<file path="src/rtl/core/ortb_pkg.sv">
package ortb_pkg;

  localparam int DEPTH       = 16;
  localparam int ENTRY_WIDTH = 32;
  localparam int WORD_W      = 32;

  localparam int SLOT_W = $clog2(DEPTH);
  localparam int CNT_W  = $clog2(DEPTH + 1);
  localparam int SUM_W  = CNT_W + 1;

  localparam int QDEPTH = 4;
  localparam int QPTR_W = $clog2(QDEPTH);
  localparam int QCNT_W = $clog2(QDEPTH + 1);

  localparam logic OP_APPEND = 1'b0;
  localparam logic OP_REPLAY = 1'b1;

  typedef struct packed {
    logic                   is_replay;
    logic [ENTRY_WIDTH-1:0] entry;
    logic [WORD_W-1:0]      since;
  } cmd_t;

  typedef struct packed {
    logic full;
    logic empty;
  } q_status_t;

  typedef struct packed {
    logic              done;
    logic [WORD_W-1:0] entry_out;
    logic [WORD_W-1:0] entry_sequence;
    logic              has_entry;
    logic              last_of_run;
    logic [WORD_W-1:0] total_written;
  } result_t;

endpackage

</file>
<file path="src/rtl/core/ortb_front.sv">
module ortb_front (
  input  logic                        start,
  input  logic                        operation,
  input  logic [ortb_pkg::WORD_W-1:0] entry_in,
  input  logic [ortb_pkg::WORD_W-1:0] since_index,
  input  ortb_pkg::q_status_t         q_status,
  output logic                        busy,
  output logic                        push,
  output ortb_pkg::cmd_t              push_cmd
);
  import ortb_pkg::*;

  // Hold off new beats while the command queue has no room.
  assign busy = q_status.full;
  assign push = start & ~q_status.full;

  always_comb begin
    push_cmd.is_replay = (operation == OP_REPLAY);
    push_cmd.entry     = ENTRY_WIDTH'(entry_in);
    push_cmd.since     = push_cmd.is_replay ? since_index : '0;
  end

endmodule

</file>
<file path="src/rtl/core/ortb_queue.sv">
module ortb_queue (
  input  logic                clk,
  input  logic                rst,
  input  logic                push,
  input  ortb_pkg::cmd_t      push_cmd,
  input  logic                pop,
  output ortb_pkg::cmd_t      pop_cmd,
  output ortb_pkg::q_status_t status
);
  import ortb_pkg::*;

  cmd_t              slots [QDEPTH];
  logic [QPTR_W-1:0] wr_ptr;
  logic [QPTR_W-1:0] rd_ptr;
  logic [QCNT_W-1:0] count;

  function automatic logic [QPTR_W-1:0] ptr_inc(input logic [QPTR_W-1:0] p);
    ptr_inc = (p == QPTR_W'(QDEPTH - 1)) ? '0 : p + 1'b1;
  endfunction

  assign pop_cmd      = slots[rd_ptr];
  assign status.full  = (count == QCNT_W'(QDEPTH));
  assign status.empty = (count == '0);

  always_ff @(posedge clk) begin
    if (push) begin
      slots[wr_ptr] <= push_cmd;
    end
  end

  always_ff @(posedge clk) begin
    if (rst) begin
      wr_ptr <= '0;
      rd_ptr <= '0;
      count  <= '0;
    end else begin
      if (push) begin
        wr_ptr <= ptr_inc(wr_ptr);
      end
      if (pop) begin
        rd_ptr <= ptr_inc(rd_ptr);
      end
      case ({push, pop})
        2'b10:   count <= count + 1'b1;
        2'b01:   count <= count - 1'b1;
        default: count <= count;
      endcase
    end
  end

  a_no_push_full: assert property (@(posedge clk) disable iff (rst)
    push |-> count != QCNT_W'(QDEPTH))
    else $error("queue push while full");

  a_no_pop_empty: assert property (@(posedge clk) disable iff (rst)
    pop |-> count != '0)
    else $error("queue pop while empty");

endmodule

</file>
<file path="src/rtl/core/ortb_back.sv">
module ortb_back (
  input  logic                clk,
  input  logic                rst,
  input  ortb_pkg::q_status_t q_status,
  input  ortb_pkg::cmd_t      pop_cmd,
  output logic                pop,
  output ortb_pkg::result_t   result
);
  import ortb_pkg::*;

  localparam logic [1:0] S_IDLE  = 2'd0;
  localparam logic [1:0] S_SETUP = 2'd1;
  localparam logic [1:0] S_RUN   = 2'd2;

  logic [1:0]             state;
  logic [ENTRY_WIDTH-1:0] mem [DEPTH];
  logic [ENTRY_WIDTH-1:0] rd_word;

  logic [SLOT_W-1:0] oldest_slot;
  logic [CNT_W-1:0]  valid_count;
  logic [WORD_W-1:0] appended_total;

  logic [WORD_W-1:0] diff;
  logic              newer;
  logic [CNT_W-1:0]  remaining;
  logic [SLOT_W-1:0] rd_slot;
  logic [WORD_W-1:0] seq;

  logic              done;
  logic [WORD_W-1:0] res_seq;
  logic              has_entry;
  logic              last_of_run;

  logic              ring_full;
  logic [SUM_W-1:0]  append_sum;
  logic [SLOT_W-1:0] wr_slot;
  logic [CNT_W-1:0]  cap;
  logic [SUM_W-1:0]  start_sum;
  logic [SLOT_W-1:0] start_slot;
  logic              mem_we;

  function automatic logic [SLOT_W-1:0] slot_inc(input logic [SLOT_W-1:0] s);
    slot_inc = (s == SLOT_W'(DEPTH - 1)) ? '0 : s + 1'b1;
  endfunction

  function automatic logic [SLOT_W-1:0] slot_wrap(input logic [SUM_W-1:0] s);
    slot_wrap = (s >= SUM_W'(DEPTH)) ? SLOT_W'(s - SUM_W'(DEPTH)) : SLOT_W'(s);
  endfunction

  assign pop    = (state == S_IDLE) && !q_status.empty;
  assign mem_we = pop && !pop_cmd.is_replay;

  always_comb begin
    ring_full  = (valid_count == CNT_W'(DEPTH));
    append_sum = SUM_W'(oldest_slot) + SUM_W'(valid_count);
    wr_slot    = ring_full ? oldest_slot : slot_wrap(append_sum);
    cap        = (diff > WORD_W'(valid_count)) ? valid_count : CNT_W'(diff);
    start_sum  = SUM_W'(oldest_slot) + SUM_W'(valid_count - cap);
    start_slot = slot_wrap(start_sum);
  end

  always_ff @(posedge clk) begin
    if (mem_we) begin
      mem[wr_slot] <= pop_cmd.entry;
    end
    if (state == S_RUN) begin
      rd_word <= mem[rd_slot];
    end
  end

  always_ff @(posedge clk) begin
    if (rst) begin
      state          <= S_IDLE;
      oldest_slot    <= '0;
      valid_count    <= '0;
      appended_total <= '0;
      done           <= 1'b0;
    end else begin
      done <= 1'b0;
      case (state)
        S_IDLE: begin
          if (pop && !pop_cmd.is_replay) begin
            appended_total <= appended_total + 1'b1;
            if (ring_full) begin
              oldest_slot <= slot_inc(oldest_slot);
            end else begin
              valid_count <= valid_count + 1'b1;
            end
            done        <= 1'b1;
            res_seq     <= appended_total + 1'b1;
            has_entry   <= 1'b0;
            last_of_run <= 1'b1;
          end else if (pop) begin
            diff  <= appended_total - pop_cmd.since;
            newer <= (pop_cmd.since < appended_total);
            state <= S_SETUP;
          end
        end
        S_SETUP: begin
          if (!newer || cap == '0) begin
            done        <= 1'b1;
            res_seq     <= '0;
            has_entry   <= 1'b0;
            last_of_run <= 1'b1;
            state       <= S_IDLE;
          end else begin
            remaining <= cap;
            rd_slot   <= start_slot;
            seq       <= appended_total - WORD_W'(cap) + 1'b1;
            state     <= S_RUN;
          end
        end
        S_RUN: begin
          done        <= 1'b1;
          res_seq     <= seq;
          has_entry   <= 1'b1;
          last_of_run <= (remaining == CNT_W'(1));
          seq         <= seq + 1'b1;
          rd_slot     <= slot_inc(rd_slot);
          remaining   <= remaining - 1'b1;
          if (remaining == CNT_W'(1)) begin
            state <= S_IDLE;
          end
        end
        default: begin
          state <= S_IDLE;
        end
      endcase
    end
  end

  always_comb begin
    result.done           = done;
    result.entry_out      = has_entry ? WORD_W'(rd_word) : '0;
    result.entry_sequence = res_seq;
    result.has_entry      = has_entry;
    result.last_of_run    = last_of_run;
    result.total_written  = appended_total;
  end

  a_run_contiguous: assert property (@(posedge clk) disable iff (rst)
    done && !last_of_run |=> done)
    else $error("replay run broken before its last beat");

  a_oldest_until_full: assert property (@(posedge clk) disable iff (rst)
    valid_count < CNT_W'(DEPTH) |-> oldest_slot == '0)
    else $error("oldest slot moved before ring filled");

  a_run_nonempty: assert property (@(posedge clk) disable iff (rst)
    state == S_RUN |-> remaining != '0)
    else $error("replay running with nothing left");

endmodule

</file>
<file path="src/rtl/core/overwrite_ring_trace_buffer.sv">
// Order: a beat enters the command queue, then the back end pops it and registers the
//   append ack strobe; a replay passes the setup state, which answers an empty replay,
//   then returns entries one per cycle with no gaps. Throughput: one append per cycle
//   while busy is low; a replay holds the back end for its run, set by its single memory
//   read port; busy rises on a full 4-deep queue. The receiver cannot stall results.
// Reset: synchronous, clears queue, ring pointers and total; entry store is not cleared.
module overwrite_ring_trace_buffer (
  input  logic                        clk,
  input  logic                        rst,
  input  logic                        start,
  output logic                        busy,
  input  logic                        operation,
  input  logic [ortb_pkg::WORD_W-1:0] entry_in,
  input  logic [ortb_pkg::WORD_W-1:0] since_index,
  output logic                        done,
  output logic [ortb_pkg::WORD_W-1:0] entry_out,
  output logic [ortb_pkg::WORD_W-1:0] entry_sequence,
  output logic                        has_entry,
  output logic                        last_of_run,
  output logic [ortb_pkg::WORD_W-1:0] total_written
);
  import ortb_pkg::*;

  // Front end: accept a beat and classify it as append or replay.
  logic      push;
  cmd_t      push_cmd;
  q_status_t q_status;

  // Back end handshake with the queue.
  logic      pop;
  cmd_t      pop_cmd;
  result_t   result;

  ortb_front u_front (
    .start       (start),
    .operation   (operation),
    .entry_in    (entry_in),
    .since_index (since_index),
    .q_status    (q_status),
    .busy        (busy),
    .push        (push),
    .push_cmd    (push_cmd)
  );

  // Short command queue: decouple acceptance from replay runs.
  ortb_queue u_queue (
    .clk      (clk),
    .rst      (rst),
    .push     (push),
    .push_cmd (push_cmd),
    .pop      (pop),
    .pop_cmd  (pop_cmd),
    .status   (q_status)
  );

  // Back end: own the ring, the total, and drive every result beat.
  ortb_back u_back (
    .clk      (clk),
    .rst      (rst),
    .q_status (q_status),
    .pop_cmd  (pop_cmd),
    .pop      (pop),
    .result   (result)
  );

  // Unpack the result beat onto the ports.
  assign done           = result.done;
  assign entry_out      = result.entry_out;
  assign entry_sequence = result.entry_sequence;
  assign has_entry      = result.has_entry;
  assign last_of_run    = result.last_of_run;
  assign total_written  = result.total_written;

endmodule
</file>
<file path="config.mk">
export PLATFORM = sky130hd
export DESIGN_NAME = overwrite_ring_trace_buffer
export DESIGN_NICKNAME = d
export VERILOG_FILES = /design/src/rtl/core/ortb_pkg.sv /design/src/rtl/core/ortb_front.sv /design/src/rtl/core/ortb_queue.sv /design/src/rtl/core/ortb_back.sv /design/src/rtl/core/overwrite_ring_trace_buffer.sv
export SDC_FILE = /design/constraint.sdc
export NUM_CORES = 1
export LEC_CHECK = 0
export BUFFER_PORTS_ARGS = -buffer_cell sky130_fd_sc_hd__buf_4
export CAP_MARGIN = 20
export CORE_UTILIZATION = 30
export DETAILED_ROUTE_END_ITERATION = 10
export HOLD_SLACK_MARGIN = 0.05
export PLACE_DENSITY = 0.41
export SLEW_MARGIN = 20
export SYNTH_ARGS = -nofsm -noshare
export SYNTH_HDL_FRONTEND = slang
export SYNTH_HIERARCHICAL = 1
export SYNTH_SLANG_ARGS = --single-unit
</file>
<file path="constraint.sdc">
create_clock -name clk -period 20.6 [get_ports clk]
set_clock_uncertainty 0.1 [all_clocks]
set_input_delay 1.03 -clock clk [delete_from_list [all_inputs] [get_ports clk]]
set_output_delay 1.03 -clock clk [all_outputs]
set_load 0.02 [all_outputs]
</file>
# --- Word-level counts from Yosys, hierarchy flattened ---
# Memory sizes are Yosys's and may differ from the RTL's. A register that Yosys moved wholly into a read port is not among the register bits.
# Index checks and enable logic that the tools add are counted.
word_totals:
  ram_bits: 772
  elab_cells: 120
  regBits: 159
  output_inout_bits: 100
  input_bits: 68
  mem_count: 2
mem_list:
  columns: ["memory", "depth", "width", "read_ports", "rd_ports_with_merged_regs", "wr", "line", "source"]
  rows:
  - ["u_back.mem", 16, 32, 1, 1, 1, "ortb_back.sv:16", "logic [ENTRY_WIDTH-1:0] mem [DEPTH];"]
  - ["u_queue.slots", 4, 65, 1, 1, 1, "ortb_queue.sv:12", "cmd_t slots [QDEPTH];"]
op_classes:
  n_addsub: 18
  n_bitwise: 5
  eq_ne: 17
  magnitude_cmp: 4
  mux: 39
  reduce_logical: 19
ops:
  columns: ["operator", "count"]
  rows:
  - ["32-bit 2-to-1 mux", 5]
  - ["32-bit by 1-bit adder with 32-bit output, second input constant", 3]
  - ["32-bit one-hot mux with 3 select lines", 1]
  - ["32-bit one-hot mux with 2 select lines", 1]
  - ["32-bit by 5-bit greater-than comparator with 1-bit output", 1]
  - ["32-bit less-than comparator", 1]
  - ["32-bit subtractor", 1]
  - ["32-bit by 5-bit subtractor with 32-bit output", 1]
  - ["4-bit 2-to-1 mux", 6]
  - ["2-bit 2-to-1 mux", 8]
  - ["6-bit by 5-bit greater-or-equal comparator with 1-bit output, second input constant", 2]
  - ["3-bit AND reduction", 4]
  - ["5-bit 2-to-1 mux", 2]
  - ["5-bit one-hot mux with 2 select lines", 1]
  - ["1-bit 2-to-1 mux", 9]
  - ["1-bit one-hot mux with 3 select lines", 3]
  - ["4-bit by 1-bit adder with 4-bit output, second input constant", 2]
  - ["2-bit equality test, second input constant", 4]
  - ["4-bit equality test, second input constant", 2]
  - ["4-bit one-hot mux with 2 select lines", 1]
  - ["4-bit AND reduction", 2]
  - ["4-bit by 1-bit subtractor with 4-bit output, second input constant", 2]
  - ["4-bit by 5-bit adder with 6-bit output", 1]
  - ["4-bit by 6-bit adder with 6-bit output", 1]
  - ["25 further kinds", 38]

# --- Longest topological paths before layout ---
# Gate-level depths: netlist of the first run.
depth:
  depth_word: 8
  mapped_depth: 26

# --- By module ---
# Netlist of the first run, hierarchy kept.
by_module_without_submodules:
  columns: ["module", "area_each_um2", "cells_per_inst", "n_inst"]
  rows:
  - ["ortb_back", 32234.7, 2321, 1]
  - ["ortb_queue", 9872.0, 387, 1]
  - ["ortb_front", 516.7, 70, 1]

# --- Least setup slack after synthesis of the first run ---
# OpenSTA, ideal clock, no wires.
synth_timing:
  path_type: "register to register"
  from: "register u_back.valid_count[1]"
  to: "register u_back.has_entry, enable pin"
  setup_ns: 0.609
  required_ns: 19.891
  path_slack_ns: 12.493
  period_less_slack_ns: 8.107
  t_arrival_ns: 7.398
  path_stages_with_launch: 11
  cell_sequence: "dfxtp_1 -> inv_1 -> ha_1 -> nor2b_1 -> o21a_1 -> o21a_1 -> o21a_1 -> o21ai_1 -> nand4_1 -> o2111a_1 -> a2111oi_0"
synth_between:
  elab_chain_cells: 6
synth_lines:
  columns: ["item", "line", "source"]
  rows:
  - ["start: declaration", "ortb_back.sv:20", "logic [CNT_W-1:0] valid_count;"]
  - ["start signal: assignment", "ortb_back.sv:87", "valid_count <= valid_count + 1'b1;"]
  - ["32-bit by 5-bit greater-than comparator with 1-bit output", "ortb_back.sv:57", "cap = (diff > WORD_W'(valid_count)) ? valid_count : CNT_W'(diff);"]
  - ["5-bit 2-to-1 mux (*)", "ortb_back.sv:57", null]
  - ["5-bit logical NOT (*)", "ortb_back.sv:100", "if (!newer || cap == '0) begin"]
  - ["1-bit logical OR (*)", "ortb_back.sv:100", null]
  - ["2-bit by 1-bit inequality test with 1-bit output (no source line) (*)", null, null]
  - ["4-bit AND reduction (no source line) (*)", null, null]
  - ["end signal: assignment", "ortb_back.sv:91", "has_entry <= 1'b0;"]
  - ["end signal: assignment", "ortb_back.sv:103", "has_entry <= 1'b0;"]
  - ["end signal: assignment", "ortb_back.sv:116", "has_entry <= 1'b1;"]
  - ["end: declaration", "ortb_back.sv:31", "logic has_entry;"]
# Mark *: on every way between the ends. The rest lies on a longest branch, timed or not.
# A chain may end at the register's enable or synchronous reset.

# --- Worst setup path in the final report of the first run ---
layout_timing:
  from: "register u_back.valid_count[1]"
  to: "register u_back.seq[31], data pin"
layout_between:
  elab_chain_cells: 6
layout_lines:
  columns: ["item", "line", "source"]
  rows:
  - ["32-bit by 5-bit greater-than comparator with 1-bit output", "ortb_back.sv:57", null]
  - ["5-bit 2-to-1 mux (*)", "ortb_back.sv:57", null]
  - ["32-bit by 5-bit subtractor with 32-bit output (*)", "ortb_back.sv:109", "seq <= appended_total - WORD_W'(cap) + 1'b1;"]
  - ["32-bit by 1-bit adder with 32-bit output (*)", "ortb_back.sv:109", null]
  - ["32-bit 2-to-1 mux (*)", "ortb_back.sv:100", null]
  - ["32-bit one-hot mux with 2 select lines (*)", "ortb_back.sv:80", "case (state)"]
  - ["end signal: assignment", "ortb_back.sv:109", null]
  - ["end signal: assignment", "ortb_back.sv:118", "seq <= seq + 1'b1;"]
  - ["end: declaration", "ortb_back.sv:27", "logic [WORD_W-1:0] seq;"]
# Mark *: on every way between the ends. The rest lies on a longest branch, timed or not. The select of a mux whose other input is x is not followed.

==> results of run 1 <==
how the worst min path moves through the flow:
stage          depth (start not counted)                    to              start  slack [ps]
5_1_grt                                1  u_queue/slots[3][50]       entry_in[18]         360
2_1_floorplan                          2      u_queue/count[2]   u_queue/count[2]         360
4_1_cts                                1  u_queue/slots[3][50]       entry_in[18]         340
6_report                               1  u_queue/slots[1][32]        entry_in[0]         410
3_5_place_dp                           2             flip-flop  u_queue/rd_ptr[1]         420
3_3_place_gp                           2      u_queue/count[2]   u_queue/count[2]         380
metal layers:
metal	GRT usage (%)	up-vias	wire [um]
li1	-	10920	-
met1	20.4	12309	50200
met2	27.9	461	58100
met3	2.39	157	4040
met4	5.14	6	3020
met5	0	-	41
worst max-delay path, cell delays in order (launching register included):
cell and delay (ps):
dfxtp_1 440, inv_1 190, ha_1 350, nor2b_1 140
o21a_1 160, o21a_1 170, o21a_1 170, o21ai_1 280
and2_1 420, nor2_1 80, a21oi_1 350, inv_1 90
ha_1 290, inv_1 40, ha_1 230, inv_1 80
fa_1 210, nor2b_1 70, o31a_1 300, nor4_4 270
o21ai_2 150, a2111oi_2 500, nor4_2 130, o21ai_1 170
mux2_2 350, a221oi_1 210
synthesized netlist by cell type (14+ instances only):
cell type and instances:
and2_2 33, edfxtp_1 912, a22oi_1 33, nor2_1 135, a21o_1 25, buf_4 39
nand2_1 175, mux2i_1 116, o21ai_0 135, clkbuf_1 70, a21oi_1 118, buf_2 18
nand3_1 40, mux2_2 24, xnor2_1 105, xor2_1 50, inv_1 123, and3_1 14
a221oi_1 38, and2_1 44, mux4_2 129, dfxtp_1 53, ha_1 121, nor3_1 23
nand4_1 19
power breakdown:
group	switching (mW)	internal, mW
logic	0.608	0.306
registers	0.0637	2.45
clock network	0.805	1.14
cell type report:
type / count / area, sq um / area share (%)
multi-input cells: 1541 / 13000 / 26.4
clock inverters: 65 / 754 / 1.52
inverters: 123 / 462 / 0.933
flip-flops and latches: 965 / 28500 / 57.5
clock buffers: 135 / 2840 / 5.74
repair buffers: 209 / 1580 / 3.19
well taps: 1876 / 2350 / 4.74
diodes: 1 / 2.50 / 0.00506
flip-flops by register name (all words and copies together), names as in the netlist, named ones only:
name,count
u_back/rd_slot,4
u_back/remaining,5
u_queue/slots,260
u_queue/rd_ptr,2
u_back/valid_count,5
u_back/appended_total,32
u_back/has_entry,1
u_back/res_seq,32
u_queue/count,3
u_back/state,2
u_back/oldest_slot,4
u_back/rd_word,32
u_back/mem,512
u_back/last_of_run,1
u_back/newer,1
u_back/done,1
u_back/seq,32
u_queue/wr_ptr,2
u_back/diff,32
metrics by stage:
stage	worst slack [ps]	area, sq um
CTS	14480	49500
global placement	14590	45900
finish	14510	49500
floorplan	12490	42600
detailed placement	14520	45900
global route	14050	49500
cells by family (layout without fill, tap and decap cells):
family	Yosys count	in the layout	synth area share, %
flops	965	965	66.7
simple gates	556	556	6.59
compound gates	434	434	6.41
buf+inv	272	532	3.06
mux	269	269	10.2
xor+xnor	155	155	3.18
fa+ha+maj	127	127	3.83
other cells	0	1	0
==> flow_metrics.env, run 1 <==
export IMPL_synth_top_area_share_pct=64.3
export IMPL_grt_max_degree=66
export IMPL_gp_congestion=0.794
export IMPL_drt_pass1_iterations=7
export IMPL_path_clk_slew_ps=60
export IMPL_utilization_pct=35.3
export IMPL_ys_types=89
export IMPL_yosysSeqAreaShare_pct=66.7
export IMPL_clk_latency_ps=720
export IMPL_rrSetupSlack_ps=14510
export IMPL_clock_path_buffers=3
export IMPL_synthCells=2778
export IMPL_syn_area_sq_mm=0.0426
export IMPL_cp_endpoint="u_back/seq[31]"
export IMPL_port_buffers=167
export IMPL_hpwl_um=69200
export IMPL_hold_viol=0
export IMPL_row_count=137
export IMPL_drc=0
export IMPL_r2r_end="u_back/seq[31]"
export IMPL_cp_start_kind="flip-flop"
export IMPL_fin_tns_setup_ps=0
export IMPL_cp_required_ps=21010
export IMPL_overflow=0
export IMPL_numCtsBuffers=107
export IMPL_core_area_sq_mm=0.140
export IMPL_r2r_start="u_back/valid_count[1]"
export IMPL_rr_worst_depth=25
export IMPL_hold_path_class="in -> reg"
export IMPL_clock_tree_root_cell="clkbuf_16"
export IMPL_outcome="finished, final reports clean"
export IMPL_mostFrequentLayoutCells="edfxtp_1 (912), buf_4 (207), nand2_1 (175)"
export IMPL_critPathLaunch="u_back/valid_count[1]"
export IMPL_async_flop_share_pct=0
export IMPL_vias=23853
export IMPL_drt_wirelength_per_cell_um=23.5
export IMPL_p_leak_nw=17.1
export IMPL_cts_resized=0
export IMPL_die_w_um=379
export IMPL_synthTopCellsByArea="edfxtp_1 (64%), mux4_2 (6.8%), ha_1 (3.6%)"
export IMPL_synth_flop_cell="edfxtp_1"
export IMPL_die_height_um=379
export IMPL_peakVddDrop_mv=0.0630
export IMPL_synth_edff_count=912
export IMPL_cts_setup_buffers=0
export IMPL_syn_nets=2973
export IMPL_tightest_slew_ps=1110
export IMPL_fin_crit_sh_pct=29.6
export IMPL_initial_core_util_pct=30.4
export IMPL_power_density_mw_per_mm2=109
export IMPL_whs_ps=412
export IMPL_synth_warnings=6
export IMPL_nets=3142
export IMPL_maxCapViolCount=0
export IMPL_rsz0062_at_grt="false"
export IMPL_arrival_ps=6500
export IMPL_fillers=13489
export IMPL_grt_pass1_vias=24895
export IMPL_worstPathMaxFanout=12
export IMPL_dp_cells=4714
export IMPL_cts_htree_levels=3
export IMPL_fmax_ghz=0.164
export IMPL_antenna_found_initial=12
export IMPL_slew_headroom_pct=25.6
export IMPL_synth_area_leader_cell="edfxtp_1"
export IMPL_ios=168
export IMPL_drt_iter0_drc=1482
export IMPL_drive_above_1_share_pct=20.0
export IMPL_grt_usage_pct=16.1
export IMPL_cts_sinks=965
export IMPL_ant_nets=0
export IMPL_setup_viol=0
export IMPL_syn_area_per_cell_sq_um=15.3
export IMPL_syn2layout_area_growth_pct=16.1
export IMPL_cts_tree="done"
export IMPL_postCtsHoldBufs=0
export IMPL_mostFrequentLayoutCell="edfxtp_1"
export IMPL_ys_ff_latch=965
export IMPL_drt_total_wl_um=115000
export IMPL_final_cell_count_no_fill=4915
export IMPL_vias_per_cell=4.85
export IMPL_endpoint_kind="flip-flop"
export IMPL_grt_first_pass_wirelength_um=168000
export IMPL_total_power_mw=5.38
export IMPL_die_area_sq_mm=0.144
export IMPL_crit_type="reg -> reg"
export IMPL_fin_crit_ps=6090
export IMPL_slew_viol_final=0
(Power assumes the default switching activity.)
==> run 2: changes to the inputs <==
clock period = 6.4 ns   (was 20.6 ns; I/O delays follow)
==> run 2 against run 1 <==
  * Core utilization up 0.54 points
  * Worst setup slack got worse by 14000 ps
  * Combinational power increased to 3.3 times the previous value
  * Highest routed layer unchanged
  * Maximum frequency up 2.5%
  * Global-route usage about the same
  * Hold slack got worse by 130 ps
  * Design area grew 1.5%
  * Die area stayed put
  * Largest cell class unchanged
  * Sequential share of layout area shrank 0.87 points
  * Clock-buffer cell count fell by 4
  * First-iteration DRC count up 17%
  * Sequential cell count did not move
==> flow_metrics.env, run 2 (same netlist as run 1, synthesis figures left out) <==
export IMPL_outcome="finished, final reports clean"
export IMPL_cts_tree="done"
export IMPL_hold_viol=0
export IMPL_fmax_ghz=0.168
export IMPL_cts_sinks=965
export IMPL_ios=168
export IMPL_fin_crit_ps=5940
export IMPL_mostFrequentLayoutCells="edfxtp_1 (912), buf_4 (209), nand2_1 (175)"
export IMPL_clock_tree_root_cell="clkbuf_16"
export IMPL_regMostFlops="u_back/mem"
export IMPL_crit_path_max_incr_delay_ps=500
export IMPL_vias_per_cell=4.83
export IMPL_die_height_um=379
export IMPL_drt_pass1_iterations=6
export IMPL_slowest_stage="a2111oi_2"
export IMPL_numCtsBuffers=109
export IMPL_p_leak_nw=17.4
export IMPL_cp_start_kind="flip-flop"
export IMPL_slew_headroom_pct=31.6
export IMPL_cts_resized=0
export IMPL_drive_above_1_share_pct=19.7
export IMPL_vias=24086
export IMPL_top_regs="u_back/mem: 512 flops, u_queue/slots: 260 flops"
export IMPL_seqCellArea_sq_mm=0.0285
export IMPL_cts_htree_levels=3
export IMPL_rrSetupSlack_ps=460
export IMPL_endpoint_kind="flip-flop"
export IMPL_tightest_slew_ps=1020
export IMPL_syn2layout_area_growth_pct=17.9
export IMPL_cp_required_ps=6810
export IMPL_total_power_mw=17.4
export IMPL_drt_iter0_drc=1727
export IMPL_rsz0062_at_grt="false"
export IMPL_hpwl_um=72700
export IMPL_fillers=13493
export IMPL_setup_viol=0
export IMPL_core_area_sq_mm=0.140
export IMPL_grt_max_degree=99
export IMPL_utilization_pct=35.8
export IMPL_largest_reg_flops=512
export IMPL_multi_input_area_sq_mm=0.0131
export IMPL_cts_setup_buffers=0
export IMPL_peakVddDrop_mv=0.227
export IMPL_path_clk_slew_ps=60
export IMPL_overflow=0
export IMPL_drc=0
export IMPL_nets=3216
export IMPL_arrival_ps=6350
export IMPL_grt_usage_pct=16.1
export IMPL_worstPathMaxFanout=12
export IMPL_grt_first_pass_wirelength_um=168000
export IMPL_antenna_found_initial=13
export IMPL_mostFrequentLayoutCell="edfxtp_1"
export IMPL_clk_latency_ps=710
export IMPL_power_density_mw_per_mm2=345
export IMPL_fin_tns_setup_ps=0
export IMPL_ant_nets=0
export IMPL_hold_path_class="in -> reg"
export IMPL_initial_core_util_pct=30.4
export IMPL_row_count=137
export IMPL_timing_critical_path_mode_cell="inv_1"
export IMPL_grt_pass1_vias=24920
export IMPL_drt_total_wl_um=116000
export IMPL_crit_type="reg -> reg"
export IMPL_die_area_sq_mm=0.144
export IMPL_maxCapViolCount=0
export IMPL_clock_path_buffers=3
export IMPL_die_w_um=379
export IMPL_drt_wirelength_per_cell_um=23.2
export IMPL_fin_crit_sh_pct=92.9
export IMPL_gp_congestion=0.776
export IMPL_slew_viol_final=0
export IMPL_port_buffers=167
==> run 2: what timing repair did <==
item / in CTS / in global routing
endpoints found under the setup margin: 0 / 0
hold buffers: 68 / 0
hold endpoints to repair: 282 / 0
==> run 2: critical path: cells and delay by family (launching register included) <==
kind / cells / cell delay [ps]
simple gates: 6 / 1130
fa+ha+maj: 4 / 1050
compound gates: 10 / 2310
flops: 1 / 440
mux: 1 / 350
buf+inv: 4 / 370
==> run 2: layer usage <==
metal / vias to the layer above / global-route usage, % / part of all wire (%) / routed length, um
met5: - / 0 / 0.035 / 41
met1: 12329 / 20.9 / 44 / 50900
li1: 11093 / - / - / -
met4: 8 / 4.61 / 2.2 / 2580
met2: 507 / 27.7 / 50 / 57500
met3: 149 / 2.24 / 3.9 / 4570
==> run 2: layout make-up <==
| cell class | instances | area share (%) |
|---|---|---|
| Clock inverter | 68 | 1.48 |
| Clock buffer | 131 | 5.65 |
| Sequential cell | 965 | 56.6 |
| Inverter | 123 | 0.919 |
| Multi-Input combinational cell | 1541 | 26.0 |
| Antenna cell | 2 | 0.00996 |
| Tap cell | 1876 | 4.67 |
| Timing Repair Buffer | 281 | 4.64 |
==> run 2: stage by stage <==
step           setup slack (ps)  instances  cell area, sq um  hold WS (ps)
2_1_floorplan              1210       2778             42600           289
3_3_place_gp                535       4718             46000           384
3_5_place_dp                538       4718             46000           394
4_1_cts                     508       4985             50200           216
5_1_grt                    76.8       4985             50200           248
6_report                    457       4987             50300           281
==> run 2: worst paths after layout <==
kind	to	depth (start not counted)	start
setup / recovery	u_back/seq[31]	25	u_back/valid_count[1]
hold / removal	u_queue/slots[3][39]	2	entry_in[7]
setup reg to reg	u_back/seq[31]	25	u_back/valid_count[1]
hold reg to reg	u_queue/count[2]	2	u_queue/count[2]
==> run 2: report_power, final <==
part | leakage [nW] | internal (mW) | switching (mW)
combinational | 6.93 | 1.03 | 1.96
sequential | 8.73 | 7.90 | 0.215
clock | 1.73 | 3.65 | 2.60
total | 17.4 | 12.6 | 4.78
==> run 3: changes to the inputs <==
BUFFER_PORTS_ARGS = -buffer_cell sky130_fd_sc_hd__buf_2   (was -buffer_cell sky130_fd_sc_hd__buf_4)
CAP_MARGIN = 10   (was 20)
==> run 3 against run 2 <==
  * Maximum frequency increased by 0.31%
  * Non-clock buffer count increased by 3
  * Via count increased by 0.47%
  * Sequential share of layout area increased by 0.43 points
  * Clock-buffer cell count increased by 15
  * Die area unchanged
  * Hold slack got worse by 160 ps
  * Core utilization decreased by 0.27 points
  * First-iteration DRC count decreased by 9.2%
  * Clock power decreased by 2%
  * Routed wire length decreased by 0.26%
==> flow_metrics.env, run 3 (same netlist as run 1, synthesis figures left out) <==
export IMPL_outcome="finished, final reports clean"
export IMPL_rr_worst_depth=25
export IMPL_die_w_um=379
export IMPL_fmax_ghz=0.169
export IMPL_grt_pass1_vias=25482
export IMPL_slew_viol_final=0
export IMPL_endpoint_kind="flip-flop"
export IMPL_crit_type="reg -> reg"
export IMPL_clock_path_buffers=3
export IMPL_clk_latency_ps=740
export IMPL_arrival_ps=6350
export IMPL_vias=24199
export IMPL_min_path_cells=1
export IMPL_peakVddDrop_mv=0.226
export IMPL_port_buffers=167
export IMPL_nets=3219
export IMPL_rsz0062_at_grt="false"
export IMPL_cts_setup_buffers=0
export IMPL_hold_viol=0
export IMPL_drt_wirelength_per_cell_um=23.1
export IMPL_drt_total_wl_um=115000
export IMPL_overflow=0
export IMPL_cp_required_ps=6830
export IMPL_top_regs="u_back/mem: 512 flops, u_queue/slots: 260 flops"
export IMPL_fillers=13516
export IMPL_cts_htree_levels=3
export IMPL_mostFrequentLayoutCells="edfxtp_1 (912), nand2_1 (175), buf_2 (167)"
export IMPL_ant_nets=0
export IMPL_dpl_worst_slack_ps=551
export IMPL_cts_sinks=965
export IMPL_cts_tree="done"
export IMPL_power_density_mw_per_mm2=345
export IMPL_grt_first_pass_wirelength_um=170000
export IMPL_hpwl_um=72800
export IMPL_fin_crit_ps=5920
export IMPL_maxCapViolCount=0
export IMPL_largest_reg_flops=512
export IMPL_initial_core_util_pct=30.4
export IMPL_regMostFlops="u_back/mem"
export IMPL_slew_headroom_pct=29.4
export IMPL_mostFrequentLayoutCell="edfxtp_1"
export IMPL_worstPathMaxFanout=12
export IMPL_drive_above_1_share_pct=19.7
export IMPL_grt_usage_pct=16.2
export IMPL_gp_congestion=0.786
export IMPL_utilization_pct=35.6
export IMPL_die_area_sq_mm=0.144
export IMPL_path_clk_slew_ps=60
export IMPL_fin_tns_setup_ps=0
export IMPL_whs_ps=124
export IMPL_setup_viol=0
export IMPL_syn2layout_area_growth_pct=17.0
export IMPL_die_height_um=379
export IMPL_vias_per_cell=4.84
export IMPL_antenna_found_initial=15
export IMPL_row_count=137
export IMPL_p_leak_nw=17.3
export IMPL_fin_crit_sh_pct=92.6
export IMPL_drt_pass1_iterations=7
export IMPL_drt_iter0_drc=1568
export IMPL_cp_start_kind="flip-flop"
export IMPL_hold_path_class="in -> reg"
export IMPL_setup_slack_ps=476
export IMPL_cts_resized=0
export IMPL_ios=168
export IMPL_clock_tree_root_cell="clkbuf_16"
export IMPL_tightest_slew_ps=1050
export IMPL_grt_max_degree=125
export IMPL_drc=0
export IMPL_core_area_sq_mm=0.140
export IMPL_postCtsHoldBufs=65
export IMPL_numCtsBuffers=109
==> run 3: cell types whose count changed in the layout (fill, tap and decap cells not counted), moves of 3 or more <==
cell           before  now
clkbuf_8            1    4
clkbuf_1           20   31
dlygate4sd3_1      68   65
buf_2               0  167
buf_4             209   43
bufinv_16          12    8
clkinvlp_4          7    2
==> run 3: final cells by class <==
class / count / area [sq um] / share of cell area (%)
multi-input cells: 1541 / 13100 / 26.2
clock inverters: 60 / 612 / 1.23
clock buffers: 146 / 2950 / 5.91
diodes: 1 / 2.50 / 0.00502
inverters: 123 / 462 / 0.926
repair buffers: 284 / 1990 / 3.98
well taps: 1876 / 2350 / 4.71
flip-flops and latches: 965 / 28500 / 57.1
==> run 3: final timing paths <==
path | start | endpoint | slack, ps
hold reg to reg | u_queue/count[2] | u_queue/count[2] | 430
setup / recovery | u_back/valid_count[1] | u_back/seq[31] | 480
hold / removal | operation | u_queue/slots[3][64] | 120
setup reg to reg | u_back/valid_count[1] | u_back/seq[31] | 480
==> run 3: per-stage QoR <==
stage	cells	total power, mW	area, sq um
finish	4996	17.2	49900
global route	4995	18.0	49900
CTS	4995	17.5	49900
detailed placement	4724	11.2	45700
global placement	4720	11.1	45600
floorplan	2778	10.1	42600
==> run 3: layer usage <==
layer  vias up  global-route usage (%)  part of all wire, %
met5         -                       0                0.050
met4         8                    4.33                  2.0
met3       142                    2.60                  3.7
met2       455                    28.0                   50
met1     12491                    20.9                   44
li1      11103                       -                    -
==> run 3: critical path, cell delays in order (launching register included) <==
cell and delay, ps:
dfxtp_1 440, inv_1 190, ha_1 330, nor2b_1 130, o21a_1 160, o21a_1 160
o21a_1 160, o21ai_1 300, and2_1 430, nor2_1 80, a21oi_1 180, inv_1 70
ha_1 270, inv_1 40, ha_1 230, inv_1 80, fa_1 210, nor2b_1 70
o31a_1 300, nor4_4 290, o21ai_2 150, a2111oi_2 500, nor4_2 130, o21ai_1 180
mux2_2 350, a221oi_1 200
==> run 3: power by group <==
| part | internal [mW] | switching, mW |
|---|---|---|
| clock | 3.57 | 2.59 |
| sequential | 7.90 | 0.213 |
| combinational | 0.965 | 1.95 |
